**config.mk**
```make
export PLATFORM = sky130hd
export DESIGN_NAME = expiring_fifo_cache_top
export DESIGN_NICKNAME = d
export VERILOG_FILES = /design/src/rtl/efc_pkg.sv /design/src/rtl/efc_datapath.sv /design/src/rtl/efc_ctrl.sv /design/src/rtl/expiring_fifo_cache_top.sv
export SDC_FILE = /design/constraint.sdc
export NUM_CORES = 2
export LEC_CHECK = 0
export ABC_AREA = 0
export BUFFER_PORTS_ARGS = -buffer_cell sky130_fd_sc_hd__buf_2
export CORE_AREA = 2 2 346 605
export DETAILED_ROUTE_END_ITERATION = 12
export DIE_AREA = 0 0 348 607
export PLACE_DENSITY = 0.53
export SYNTH_ARGS = -nofsm -noshare
export SYNTH_HDL_FRONTEND = slang
export SYNTH_SLANG_ARGS = --single-unit
```
**constraint.sdc**
```tcl
create_clock -name i_clk -period 17.1 [get_ports i_clk]
set_clock_uncertainty 0.05 [all_clocks]
set_input_delay 3.42 -clock i_clk [delete_from_list [all_inputs] [get_ports i_clk]]
set_output_delay 3.42 -clock i_clk [all_outputs]
set_load 0.02 [all_outputs]
```
**src/rtl/efc_pkg.sv**
```systemverilog
// Shared types, constants and helpers of the expiring FIFO cache.
package efc_pkg;

    localparam int CMD_W        = 2;
    localparam int TIME_W       = 48;
    localparam int HDL_W        = 32;
    localparam int LIFE_W       = 31;
    localparam int CNT_W        = 5;
    localparam int CAPACITY_DEF = 16;
    localparam int MAX_RST      = 16;

    // Input word: now_time, session_handle, creation_time, lifetime (lowest bit up)
    localparam int NOW_LSB     = 0;
    localparam int HDL_LSB     = NOW_LSB + TIME_W;
    localparam int CRT_LSB     = HDL_LSB + HDL_W;
    localparam int LIFE_LSB    = CRT_LSB + TIME_W;
    localparam int S_FIELDS_W  = LIFE_LSB + LIFE_W;
    localparam int S_TDATA_W   = ((S_FIELDS_W + 7) / 8) * 8;

    // Output word: accepted, found, out_handle, entry_count (lowest bit up)
    localparam int M_FIELDS_W  = 2 + HDL_W + CNT_W;
    localparam int M_TDATA_W   = ((M_FIELDS_W + 7) / 8) * 8;
    localparam int M_PAD_W     = M_TDATA_W - M_FIELDS_W;

    localparam logic [TIME_W-1:0] TIME_MAX = '1;

    typedef enum logic [CMD_W-1:0] {
        CMD_PUSH  = 2'd0,
        CMD_POP   = 2'd1,
        CMD_COUNT = 2'd2,
        CMD_NOP   = 2'd3
    } t_cmd;

    typedef struct packed {
        logic capture;
        logic remove;
        logic at_head;
        logic append;
        logic load_out;
        logic out_acc;
        logic out_found;
    } t_dp_ctl;

    typedef struct packed {
        logic push_ok;
        logic any_expired;
        logic count_ge_cap;
        logic count_zero;
    } t_dp_sts;

    // Creation time plus lifetime, saturated; zero on either input gives zero.
    function automatic logic [TIME_W-1:0] expiry_of(input logic [TIME_W-1:0] created,
                                                   input logic [LIFE_W-1:0] life);
        logic [TIME_W:0] sum;
        sum = {1'b0, created} + (TIME_W + 1)'(life);
        if (created == '0 || life == '0) begin
            return '0;
        end else if (sum[TIME_W]) begin
            return TIME_MAX;
        end else begin
            return sum[TIME_W-1:0];
        end
    endfunction

endpackage

```
**src/rtl/efc_datapath.sv**
```systemverilog
// Datapath: entry store, live count, capacity register, compares and result register.
module efc_datapath #(
    parameter int CAPACITY = efc_pkg::CAPACITY_DEF
) (
    input  logic                          i_clk,
    input  logic                          i_rst_n,
    input  logic                          i_cfg_we,
    input  logic [efc_pkg::CNT_W-1:0]     i_cfg_wdata,
    input  logic [efc_pkg::S_TDATA_W-1:0] i_s_tdata,
    input  efc_pkg::t_dp_ctl              i_ctl,
    output efc_pkg::t_dp_sts              o_sts,
    output logic [efc_pkg::M_TDATA_W-1:0] o_m_tdata
);
    import efc_pkg::*;

    // The 5-bit capacity register never allows more than 31 entries.
    localparam int CNT_MAX = (1 << CNT_W) - 1;
    localparam int DEPTH   = (CAPACITY > CNT_MAX) ? CNT_MAX : CAPACITY;
    localparam int IW      = (DEPTH > 1) ? $clog2(DEPTH) : 1;

    logic [CNT_W-1:0]  r_max;
    logic [CNT_W-1:0]  r_count;
    logic [TIME_W-1:0] r_now;
    logic [HDL_W-1:0]  r_hdl;
    logic [TIME_W-1:0] r_exp;
    logic [HDL_W-1:0]  r_pop_hdl;
    logic [M_TDATA_W-1:0] r_out;
    logic [HDL_W-1:0]  r_hdl_arr [DEPTH];
    logic [TIME_W-1:0] r_exp_arr [DEPTH];

    logic [CNT_W-1:0]  cap;
    logic [DEPTH-1:0]  expd;
    logic [IW-1:0]     first_exp;
    logic [IW-1:0]     rm_idx;
    logic [HDL_W-1:0]  out_hdl;

    assign cap = (r_max > CNT_W'(DEPTH)) ? CNT_W'(DEPTH) : r_max;

    always_comb begin
        for (int i = 0; i < DEPTH; i++) begin
            expd[i] = (CNT_W'(i) < r_count) && !(r_now < r_exp_arr[i]);
        end
    end

    // Lowest expired slot wins.
    always_comb begin
        first_exp = '0;
        for (int i = DEPTH - 1; i >= 0; i--) begin
            if (expd[i]) begin
                first_exp = IW'(i);
            end
        end
    end

    assign rm_idx  = i_ctl.at_head ? '0 : first_exp;
    assign out_hdl = i_ctl.out_found ? r_pop_hdl : '0;

    assign o_sts.push_ok      = (cap != '0) && (r_now < r_exp);
    assign o_sts.any_expired  = |expd;
    assign o_sts.count_ge_cap = (r_count >= cap);
    assign o_sts.count_zero   = (r_count == '0);

    always_ff @(posedge i_clk) begin
        if (!i_rst_n) begin
            r_max   <= CNT_W'(MAX_RST);
            r_count <= '0;
        end else begin
            if (i_cfg_we) begin
                r_max <= i_cfg_wdata;
            end
            if (i_ctl.remove) begin
                r_count <= r_count - CNT_W'(1);
            end else if (i_ctl.append) begin
                r_count <= r_count + CNT_W'(1);
            end
        end
    end

    always_ff @(posedge i_clk) begin
        if (i_ctl.capture) begin
            r_now <= i_s_tdata[NOW_LSB +: TIME_W];
            r_hdl <= i_s_tdata[HDL_LSB +: HDL_W];
            r_exp <= expiry_of(i_s_tdata[CRT_LSB +: TIME_W], i_s_tdata[LIFE_LSB +: LIFE_W]);
        end
        if (i_ctl.remove && i_ctl.at_head) begin
            r_pop_hdl <= r_hdl_arr[0];
        end
        if (i_ctl.load_out) begin
            r_out <= {{M_PAD_W{1'b0}}, r_count, out_hdl, i_ctl.out_found, i_ctl.out_acc};
        end
    end

    // Close the gap at rm_idx by shifting the younger entries down one slot.
    always_ff @(posedge i_clk) begin
        if (i_ctl.remove) begin
            for (int i = 0; i < DEPTH - 1; i++) begin
                if (rm_idx <= IW'(i)) begin
                    r_hdl_arr[i] <= r_hdl_arr[i+1];
                    r_exp_arr[i] <= r_exp_arr[i+1];
                end
            end
        end else if (i_ctl.append) begin
            r_hdl_arr[r_count[IW-1:0]] <= r_hdl;
            r_exp_arr[r_count[IW-1:0]] <= r_exp;
        end
    end

    assign o_m_tdata = r_out;

`ifndef SYNTHESIS
    a_count_bound: assert property (@(posedge i_clk) disable iff (!i_rst_n)
        r_count <= CNT_W'(DEPTH))
        else $error("live count beyond store depth");

    a_remove_nonempty: assert property (@(posedge i_clk) disable iff (!i_rst_n)
        i_ctl.remove |-> r_count != '0)
        else $error("removal from an empty store");

    a_append_grows: assert property (@(posedge i_clk) disable iff (!i_rst_n)
        i_ctl.append && !i_ctl.remove |=> r_count == $past(r_count) + CNT_W'(1))
        else $error("append did not grow the live count");
`endif

endmodule

```
**src/rtl/efc_ctrl.sv**
```systemverilog
// Controller: sequences prune, drop, append and pop steps for one word at a time.
module efc_ctrl (
    input  logic                      i_clk,
    input  logic                      i_rst_n,
    input  logic                      i_s_tvalid,
    input  logic [efc_pkg::CMD_W-1:0] i_s_tuser,
    output logic                      o_s_tready,
    input  logic                      i_m_tready,
    output logic                      o_m_tvalid,
    output efc_pkg::t_dp_ctl          o_ctl,
    input  efc_pkg::t_dp_sts          i_sts
);
    import efc_pkg::*;

    typedef enum logic [2:0] {
        S_IDLE,
        S_PRUNE,
        S_DROP,
        S_POP,
        S_DONE
    } t_state;

    t_state  r_state, n_state;
    t_cmd    r_cmd, n_cmd;
    logic    r_acc, n_acc;
    logic    r_found, n_found;
    logic    r_out_valid, n_out_valid;
    t_dp_ctl ctl;

    always_comb begin
        ctl         = '0;
        n_state     = r_state;
        n_cmd       = r_cmd;
        n_acc       = r_acc;
        n_found     = r_found;
        n_out_valid = r_out_valid && !i_m_tready;
        case (r_state)
            S_IDLE: begin
                if (i_s_tvalid) begin
                    ctl.capture = 1'b1;
                    n_cmd       = t_cmd'(i_s_tuser);
                    n_acc       = 1'b0;
                    n_found     = 1'b0;
                    n_state     = (t_cmd'(i_s_tuser) == CMD_NOP) ? S_DONE : S_PRUNE;
                end
            end
            S_PRUNE: begin
                // A refused push leaves the store untouched.
                if (r_cmd == CMD_PUSH && !i_sts.push_ok) begin
                    n_state = S_DONE;
                end else if (i_sts.any_expired) begin
                    ctl.remove = 1'b1;
                end else begin
                    case (r_cmd)
                        CMD_PUSH: n_state = S_DROP;
                        CMD_POP:  n_state = S_POP;
                        default:  n_state = S_DONE;
                    endcase
                end
            end
            S_DROP: begin
                if (i_sts.count_ge_cap) begin
                    ctl.remove  = 1'b1;
                    ctl.at_head = 1'b1;
                end else begin
                    ctl.append = 1'b1;
                    n_acc      = 1'b1;
                    n_state    = S_DONE;
                end
            end
            S_POP: begin
                if (!i_sts.count_zero) begin
                    ctl.remove  = 1'b1;
                    ctl.at_head = 1'b1;
                    n_found     = 1'b1;
                end
                n_state = S_DONE;
            end
            S_DONE: begin
                // Hold until the result register is free.
                if (!r_out_valid || i_m_tready) begin
                    ctl.load_out  = 1'b1;
                    ctl.out_acc   = r_acc;
                    ctl.out_found = r_found;
                    n_out_valid   = 1'b1;
                    n_state       = S_IDLE;
                end
            end
            default: n_state = S_IDLE;
        endcase
    end

    always_ff @(posedge i_clk) begin
        if (!i_rst_n) begin
            r_state     <= S_IDLE;
            r_cmd       <= CMD_NOP;
            r_acc       <= 1'b0;
            r_found     <= 1'b0;
            r_out_valid <= 1'b0;
        end else begin
            r_state     <= n_state;
            r_cmd       <= n_cmd;
            r_acc       <= n_acc;
            r_found     <= n_found;
            r_out_valid <= n_out_valid;
        end
    end

    assign o_s_tready = (r_state == S_IDLE);
    assign o_m_tvalid = r_out_valid;
    assign o_ctl      = ctl;

`ifndef SYNTHESIS
    a_drop_after_prune: assert property (@(posedge i_clk) disable iff (!i_rst_n)
        r_state == S_DROP |-> !i_sts.any_expired)
        else $error("capacity drop reached with expired entries left");
`endif

endmodule

```
**src/rtl/expiring_fifo_cache_top.sv**
```systemverilog
// Steps: S_IDLE captures; command 3 goes to S_DONE, others prune expired entries in S_PRUNE
//   (not for a refused push); a push drops oldest to fit and appends, a pop takes the head.
// Throughput: one word at a time; the next word is taken at the edge where the previous
//   result can first be taken; S_DONE waits while the previous result is still held.
// Reset (synchronous, active low): live count 0, capacity register 16, no result
//   pending. Entry store is not cleared; only slots below the live count are read.
module expiring_fifo_cache_top #(
    parameter int CAPACITY = efc_pkg::CAPACITY_DEF
) (
    input  logic                          i_clk,
    input  logic                          i_rst_n,
    input  logic                          i_cfg_we,
    input  logic [efc_pkg::CNT_W-1:0]     i_cfg_wdata,   // max_entries
    input  logic                          i_s_tvalid,
    output logic                          o_s_tready,
    // now_time[47:0], session_handle[79:48], creation_time[127:80], lifetime[158:128]
    input  logic [efc_pkg::S_TDATA_W-1:0] i_s_tdata,
    // cmd[1:0]
    input  logic [efc_pkg::CMD_W-1:0]     i_s_tuser,
    output logic                          o_m_tvalid,
    input  logic                          i_m_tready,
    // accepted[0], found[1], out_handle[33:2], entry_count[38:34]
    output logic [efc_pkg::M_TDATA_W-1:0] o_m_tdata
);
    import efc_pkg::*;

    t_dp_ctl ctl;
    t_dp_sts sts;

    efc_ctrl u_ctrl (
        .i_clk      (i_clk),
        .i_rst_n    (i_rst_n),
        .i_s_tvalid (i_s_tvalid),
        .i_s_tuser  (i_s_tuser),
        .o_s_tready (o_s_tready),
        .i_m_tready (i_m_tready),
        .o_m_tvalid (o_m_tvalid),
        .o_ctl      (ctl),
        .i_sts      (sts)
    );

    efc_datapath #(
        .CAPACITY (CAPACITY)
    ) u_datapath (
        .i_clk       (i_clk),
        .i_rst_n     (i_rst_n),
        .i_cfg_we    (i_cfg_we),
        .i_cfg_wdata (i_cfg_wdata),
        .i_s_tdata   (i_s_tdata),
        .i_ctl       (ctl),
        .o_sts       (sts),
        .o_m_tdata   (o_m_tdata)
    );

endmodule
```
# Word-level counts from Yosys, hierarchy flattened
# Memory sizes are Yosys's and may differ from the RTL's. A register that Yosys moved wholly into a read port is not among the register bits.
# Cells that the tools add are included.
# word_totals
register_bits	185
ramBits	1280
output_inout_bits	42
n_memories	2
# classes
addsub	3
n_lt_le_gt_ge	50
eq_ne	11
mux	102
reduce_logical	58
# mem_list
name	depth	width	rd	rd_ports_with_merged_regs	wr	line	rtl
u_datapath.r_exp_arr	16	48	16	0	15	efc_datapath.sv:29	logic [TIME_W-1:0] r_exp_arr [DEPTH];
u_datapath.r_hdl_arr	16	32	16	1	15	efc_datapath.sv:28	logic [HDL_W-1:0] r_hdl_arr [DEPTH];
# ops
op	n
$lt A48 B48 Y1	17
$mux W48	2
$mux W4	19
$mux W1	61
$add A48 B31 Y49	1
$logic_not A48 Y1	1
$reduce_or A48 Y1	1
$lt A4 B5 Y1 const A	8
$mux W32	1
$reduce_or A32 Y1	1
$logic_not A31 Y1	1
$le A4 B4 Y1 const B	7
$mux W3	8
$logic_and A1 B1 Y1	20
$lt A3 B5 Y1 const A	4
$logic_not A1 Y1	19
$le A4 B3 Y1 const B	4
$reduce_or A16 Y1	1
$mux W5	3
$pmux W3 S5	1
$lt A1 B5 Y1 const A	2
$lt A2 B5 Y1 const A	2
$le A4 B1 Y1 const B	2
$le A4 B2 Y1 const B	2
25 further kinds	36

# Longest topological paths before layout
# An unclocked memory read counts as a cell.
# logic_depth
depth_word	26
mapped_depth	15
mapped_depth_nobuf	14

# Cells and area by module
# Synthesis repeated with hierarchy kept, for this count alone.
# unflattened
cells_unflattened	7095
hier_area_um2	81655.8
# by_module_without_submodules
mod	instances	cells_per_inst	area_each_um2	seq_area_each_um2
efc_datapath	1	7037	81161.6	44612.8
efc_ctrl	1	58	494.2	160.2

# Least setup slack after synthesis
# Ideal clock, no wire load.
# synth_path
kind	register to register
start	register u_datapath.r_count[0]
end	memory u_datapath.r_exp_arr[13][0], enable pin
setup_time_ns	0.629
arrival_ns	7.681
setup_slack_ns	8.740
path_stages_with_launch	12
path_buffers	1
synth_period_minus_slack_ns	8.360
path_cell_list	dfxtp_1 > inv_1 > ha_1 > nand2b_1 > a21o_1 > a21o_1 > a21o_1 > a21oi_1 > and3_1 > clkbuf_1 > nand2_1 > o21ai_0
# synth_lines
item	line	rtl
from (decl)	efc_datapath.sv:22	logic [CNT_W-1:0] r_count;
from (signal assigned)	efc_datapath.sv:72	r_count <= r_count - CNT_W'(1);
from (signal assigned)	efc_datapath.sv:74	r_count <= r_count + CNT_W'(1);
to (decl)	efc_datapath.sv:29	

# Final worst setup path
# layout_path
start	input port i_s_tdata[80] in the netlist's numbering
end	register u_datapath.r_exp[32] (data pin)
# layout_via
elab_chain_len	2
word_cells_on_any_way	4
classes_between	1 x add/sub; 1 x mux; 2 x reduce/logical
# layout_rtl
item	line	rtl
from (decl)	expiring_fifo_cache_top.sv:17	input logic [efc_pkg::S_TDATA_W-1:0] i_s_tdata,
$add A48 B31 Y49 or $logic_not A48 Y1 (tied branches)	efc_pkg.sv:55, efc_pkg.sv:56	
$mux W48 or $logic_or A1 B1 Y1 (tied branches)	efc_pkg.sv:58, efc_pkg.sv:56	
to (signal assigned)	efc_datapath.sv:83	r_exp <= expiry_of(i_s_tdata[CRT_LSB +: TIME_W], i_s_tdata[LIFE_LSB +: LIFE_W]);
to (decl)	efc_datapath.sv:25	logic [TIME_W-1:0] r_exp;
# Parallel ways exist; a longest one is shown, timed or not.
# A chain may end at the register's enable or synchronous reset.

==> impl_metrics.json <==
{
  "yosysWarnings": 0,
  "area_delta_synth_final_pct": 11.59,
  "critPathLaunchType": "input port",
  "synth_ff_type": "edfxtp_1",
  "p_leak_nw": 35.66,
  "async_flop_share": 0,
  "vias": 55560,
  "gp_congestion": 0.9371,
  "hold_start": "u_datapath.r_hdl_arr[0][8]",
  "rows": 221,
  "ctsResizeCount": 0,
  "hp-class": "flip-flop to flip-flop",
  "syn_area_um2": 82090,
  "reg2reg_to": "u_datapath.r_exp_arr[8][18]",
  "rr_startpoint": "u_datapath.r_now[45]",
  "multi_input_area_um2": 32990,
  "worstSetupPathType": "input port to flip-flop",
  "grt_use_total": 0.2305,
  "die_h_um": 607,
  "finalHoldViolations": 0,
  "layout.area.seq_um2": 44770,
  "wl_per_cell_um": 24.13,
  "cpMaxStageDelayCell": "or3_2",
  "drtIter0Drc": 3594,
  "grt-ovfl-total": 0,
  "maxCapViolations": 0,
  "slowest_delay_ps": 910,
  "fill_cells": 19140,
  "arrival_ps": 7770,
  "slew_viol_final": 0,
  "grt_setup_unrepaired": "no",
  "crit_chain": "buf_2 > ha_1 > inv_1 > fa_1 > nor2b_1 > o21ai_1 > a21oi_1 > o21ai_0 > nor4b_1 > o21ai_2 > a221oi_1 > o31a_2 > or3_2 > o31a_1 > a21oi_1",
  "ys_seq_area_frac": 0.5454,
  "worst_pin_slew_ps": 1325,
  "routed_via_density": 5.466,
  "ir_drop_mv": 0.1473,
  "cts_setup_buffers": 0,
  "ys_types": 100,
  "rrSetupSlack_ps": 9870,
  "drive_gt1_frac": 0.1568,
  "ys_ff_latch": 1497,
  "r2r_cells": 14,
  "postCtsHoldBufs": 0,
  "clock_latency_ps": 850,
  "clk_pin_slew_ps": 60,
  "tns_ps": 0,
  "postSynthAreaPerCell_um2": 11.42,
  "ant_nets": 0,
  "hpwl_um": 170400,
  "drt-total-wl_um": 245300,
  "cts_root_buf": "clkbuf_16",
  "min_period_over_period": 0.4264,
  "path_max_fanout": 42,
  "num-nets-final": 8369,
  "min_to": "u_datapath.r_pop_hdl[8]",
  "numCtsBuffers": 160,
  "drtPass1Iterations": 6,
  "fmax_mhz": 137.2,
  "cp-end-kind": "flip-flop",
  "htree_levels": 4,
  "clock-sinks": 1497,
  "finalWorstSetupSlack_ps": 9809,
  "cts_tree": "done",
  "antenna_found_initial": 16,
  "grt_max_degree": 83,
  "slew_headroom": 0.1073,
  "setup_viol": 0,
  "crit_top_cell": "a21oi_1",
  "clockBufferDepth": 4,
  "grt_pass1_wl_um": 361900,
  "grt_pass1_vias": 57600,
  "start_util": 0.3974,
  "dpl_worst_slack_ps": 8966,
  "synth-edff-count": 1479,
  "portBuffers": 211,
  "run_status": "finished, final reports clean",
  "finalCriticalPeriod_ps": 7291,
  "required_ps": 17580,
  "pwr_density_cell_nw_per_um2": 161.9,
  "drc": 0,
  "final_cell_area_um2": 91600,
  "placedInstanceArea_um2": 86540,
  "die_w_um": 348,
  "synth_fp_nets": 8201,
  "io-pin-count": 214,
  "synthCells": 7188,
  "core_um2": 206600,
  "holdPathStages": 0,
  "dieArea_um2": 211200
}
[per-layer routing]
layer  part of all wire  global-route usage
met1               0.38              0.2545
met2               0.52              0.4331
met3              0.040             0.02488
met4              0.057              0.1191
met5            0.00022                   0
[Yosys cell counts, drive strengths merged, types with 40 or more instances]
library cell | number | area share
nand2 | 896 | 0.041
edfxtp | 1479 | 0.54
nor4 | 40 | 0.0033
a211oi | 49 | 0.0045
nand3 | 58 | 0.0036
a21oi | 322 | 0.020
inv | 835 | 0.038
and3 | 50 | 0.0038
nor2 | 137 | 0.0063
mux2 | 496 | 0.068
o21ai | 871 | 0.053
o21a | 47 | 0.0043
nand4 | 126 | 0.0096
ha | 840 | 0.13
clkbuf | 283 | 0.013
nor3 | 43 | 0.0029
a21o | 139 | 0.013
buf | 86 | 0.0053
[critical path, delay by kind of cell]
family,cells,cell delay [ps]
buffers and inverters,2,290
AND/OR/NAND/NOR,3,1470
AO/OA/AOI/OAI,8,2110
adder cells (fa/ha/maj),2,470
[cell families (layout without fill, tap and decap cells)]
group                      after synthesis  after routing  synth area share
AOI/OAI and AO/OA                     1621           1621            0.1150
xor gates and xnor gates                29             29          0.003094
adders and majority gates              841            841            0.1283
buffers and inverters                 1204           1489           0.05644
DFF                                   1497           1497            0.5454
muxes                                  506            506           0.06926
other                                    1             16        0.00004568
and+or+nand+nor                       1489           1489           0.08250
[sequential cells by signal, summed over array words and instances, names as in the netlist]
| register | flops |
|---|---|
| u_datapath.r_pop_hdl | 32 |
| u_ctrl.r_state | 3 |
| u_datapath.r_now | 48 |
| u_ctrl.r_found | 1 |
| u_ctrl.r_cmd | 2 |
| u_datapath.r_hdl_arr | 512 |
| u_datapath.o_m_tdata | 39 |
| u_datapath.r_hdl | 32 |
| u_datapath.r_exp | 48 |
| u_ctrl.o_m_tvalid | 1 |
| u_datapath.r_exp_arr | 768 |
| u_datapath.r_max | 5 |
| u_ctrl.r_acc | 1 |
| u_datapath.r_count | 5 |
[final cells by class]
class	count	area share
multi-input combinational	4487	0.3601
clock inverter	91	0.009562
timing repair buffer	375	0.02497
clock buffer	188	0.04532
antenna	15	0.0004098
inverter	835	0.03427
tap	2676	0.03655
sequential	1497	0.4888
[through the flow]
stage                 util  total power [W]  instances  hold WS (ps)
CTS                 0.4433          0.01496      10150         370.9
global placement    0.4189          0.01126       9870         354.5
floorplan                -         0.009457       7188         350.3
detailed placement  0.4189          0.01142       9870         355.6
global route        0.4433          0.01566      10150         377.6
finish              0.4435          0.01483      10160         368.3
[cells in the final DEF (no fill, tap or decap), types with 17 or more instances in the layout]
master / instances
and3_1: 42
nor4_1: 29
ha_1: 840
clkbuf_16: 162
o21ai_0: 856
edfxtp_1: 1479
nand2b_1: 28
buf_4: 164
inv_1: 833
bufinv_16: 17
a31oi_1: 18
clkinv_1: 37
o211ai_1: 21
nand3_1: 57
buf_2: 211
nor2_1: 131
a21o_1: 139
a21oi_1: 321
nand2_1: 896
a221oi_1: 17
mux2_2: 495
and4_1: 23
nor3_1: 36
o21a_1: 47
nand4_1: 126
a211oi_1: 48
nor2b_1: 35
clkbuf_1: 26
clkinv_2: 26
dfxtp_1: 18
[how the worst max path moves through the flow]
| stage | depth (start not counted) | slack [ps] | end | from |
|---|---|---|---|---|
| global route | 14 | 9640 | u_datapath.r_exp_arr[8][14] | u_datapath.r_now[45] |
| finish | 15 | 9810 | u_datapath.r_exp[32] | i_s_tdata[80] |
| detailed placement | 15 | 8970 | u_datapath.r_exp[37] | i_s_tdata[80] |
| global placement | 15 | 9070 | u_datapath.r_exp[37] | i_s_tdata[80] |
| CTS | 14 | 9630 | u_datapath.r_exp_arr[8][14] | u_datapath.r_now[45] |
| floorplan | 11 | 8740 | u_datapath.r_exp_arr[13][0] | u_datapath.r_count[0] |
[power by group]
part           internal (W)  switching [W]
clock               0.00199        0.00151
sequential          0.00579       0.000354
combinational       0.00162        0.00356
Power figures use the tool's default switching activity.
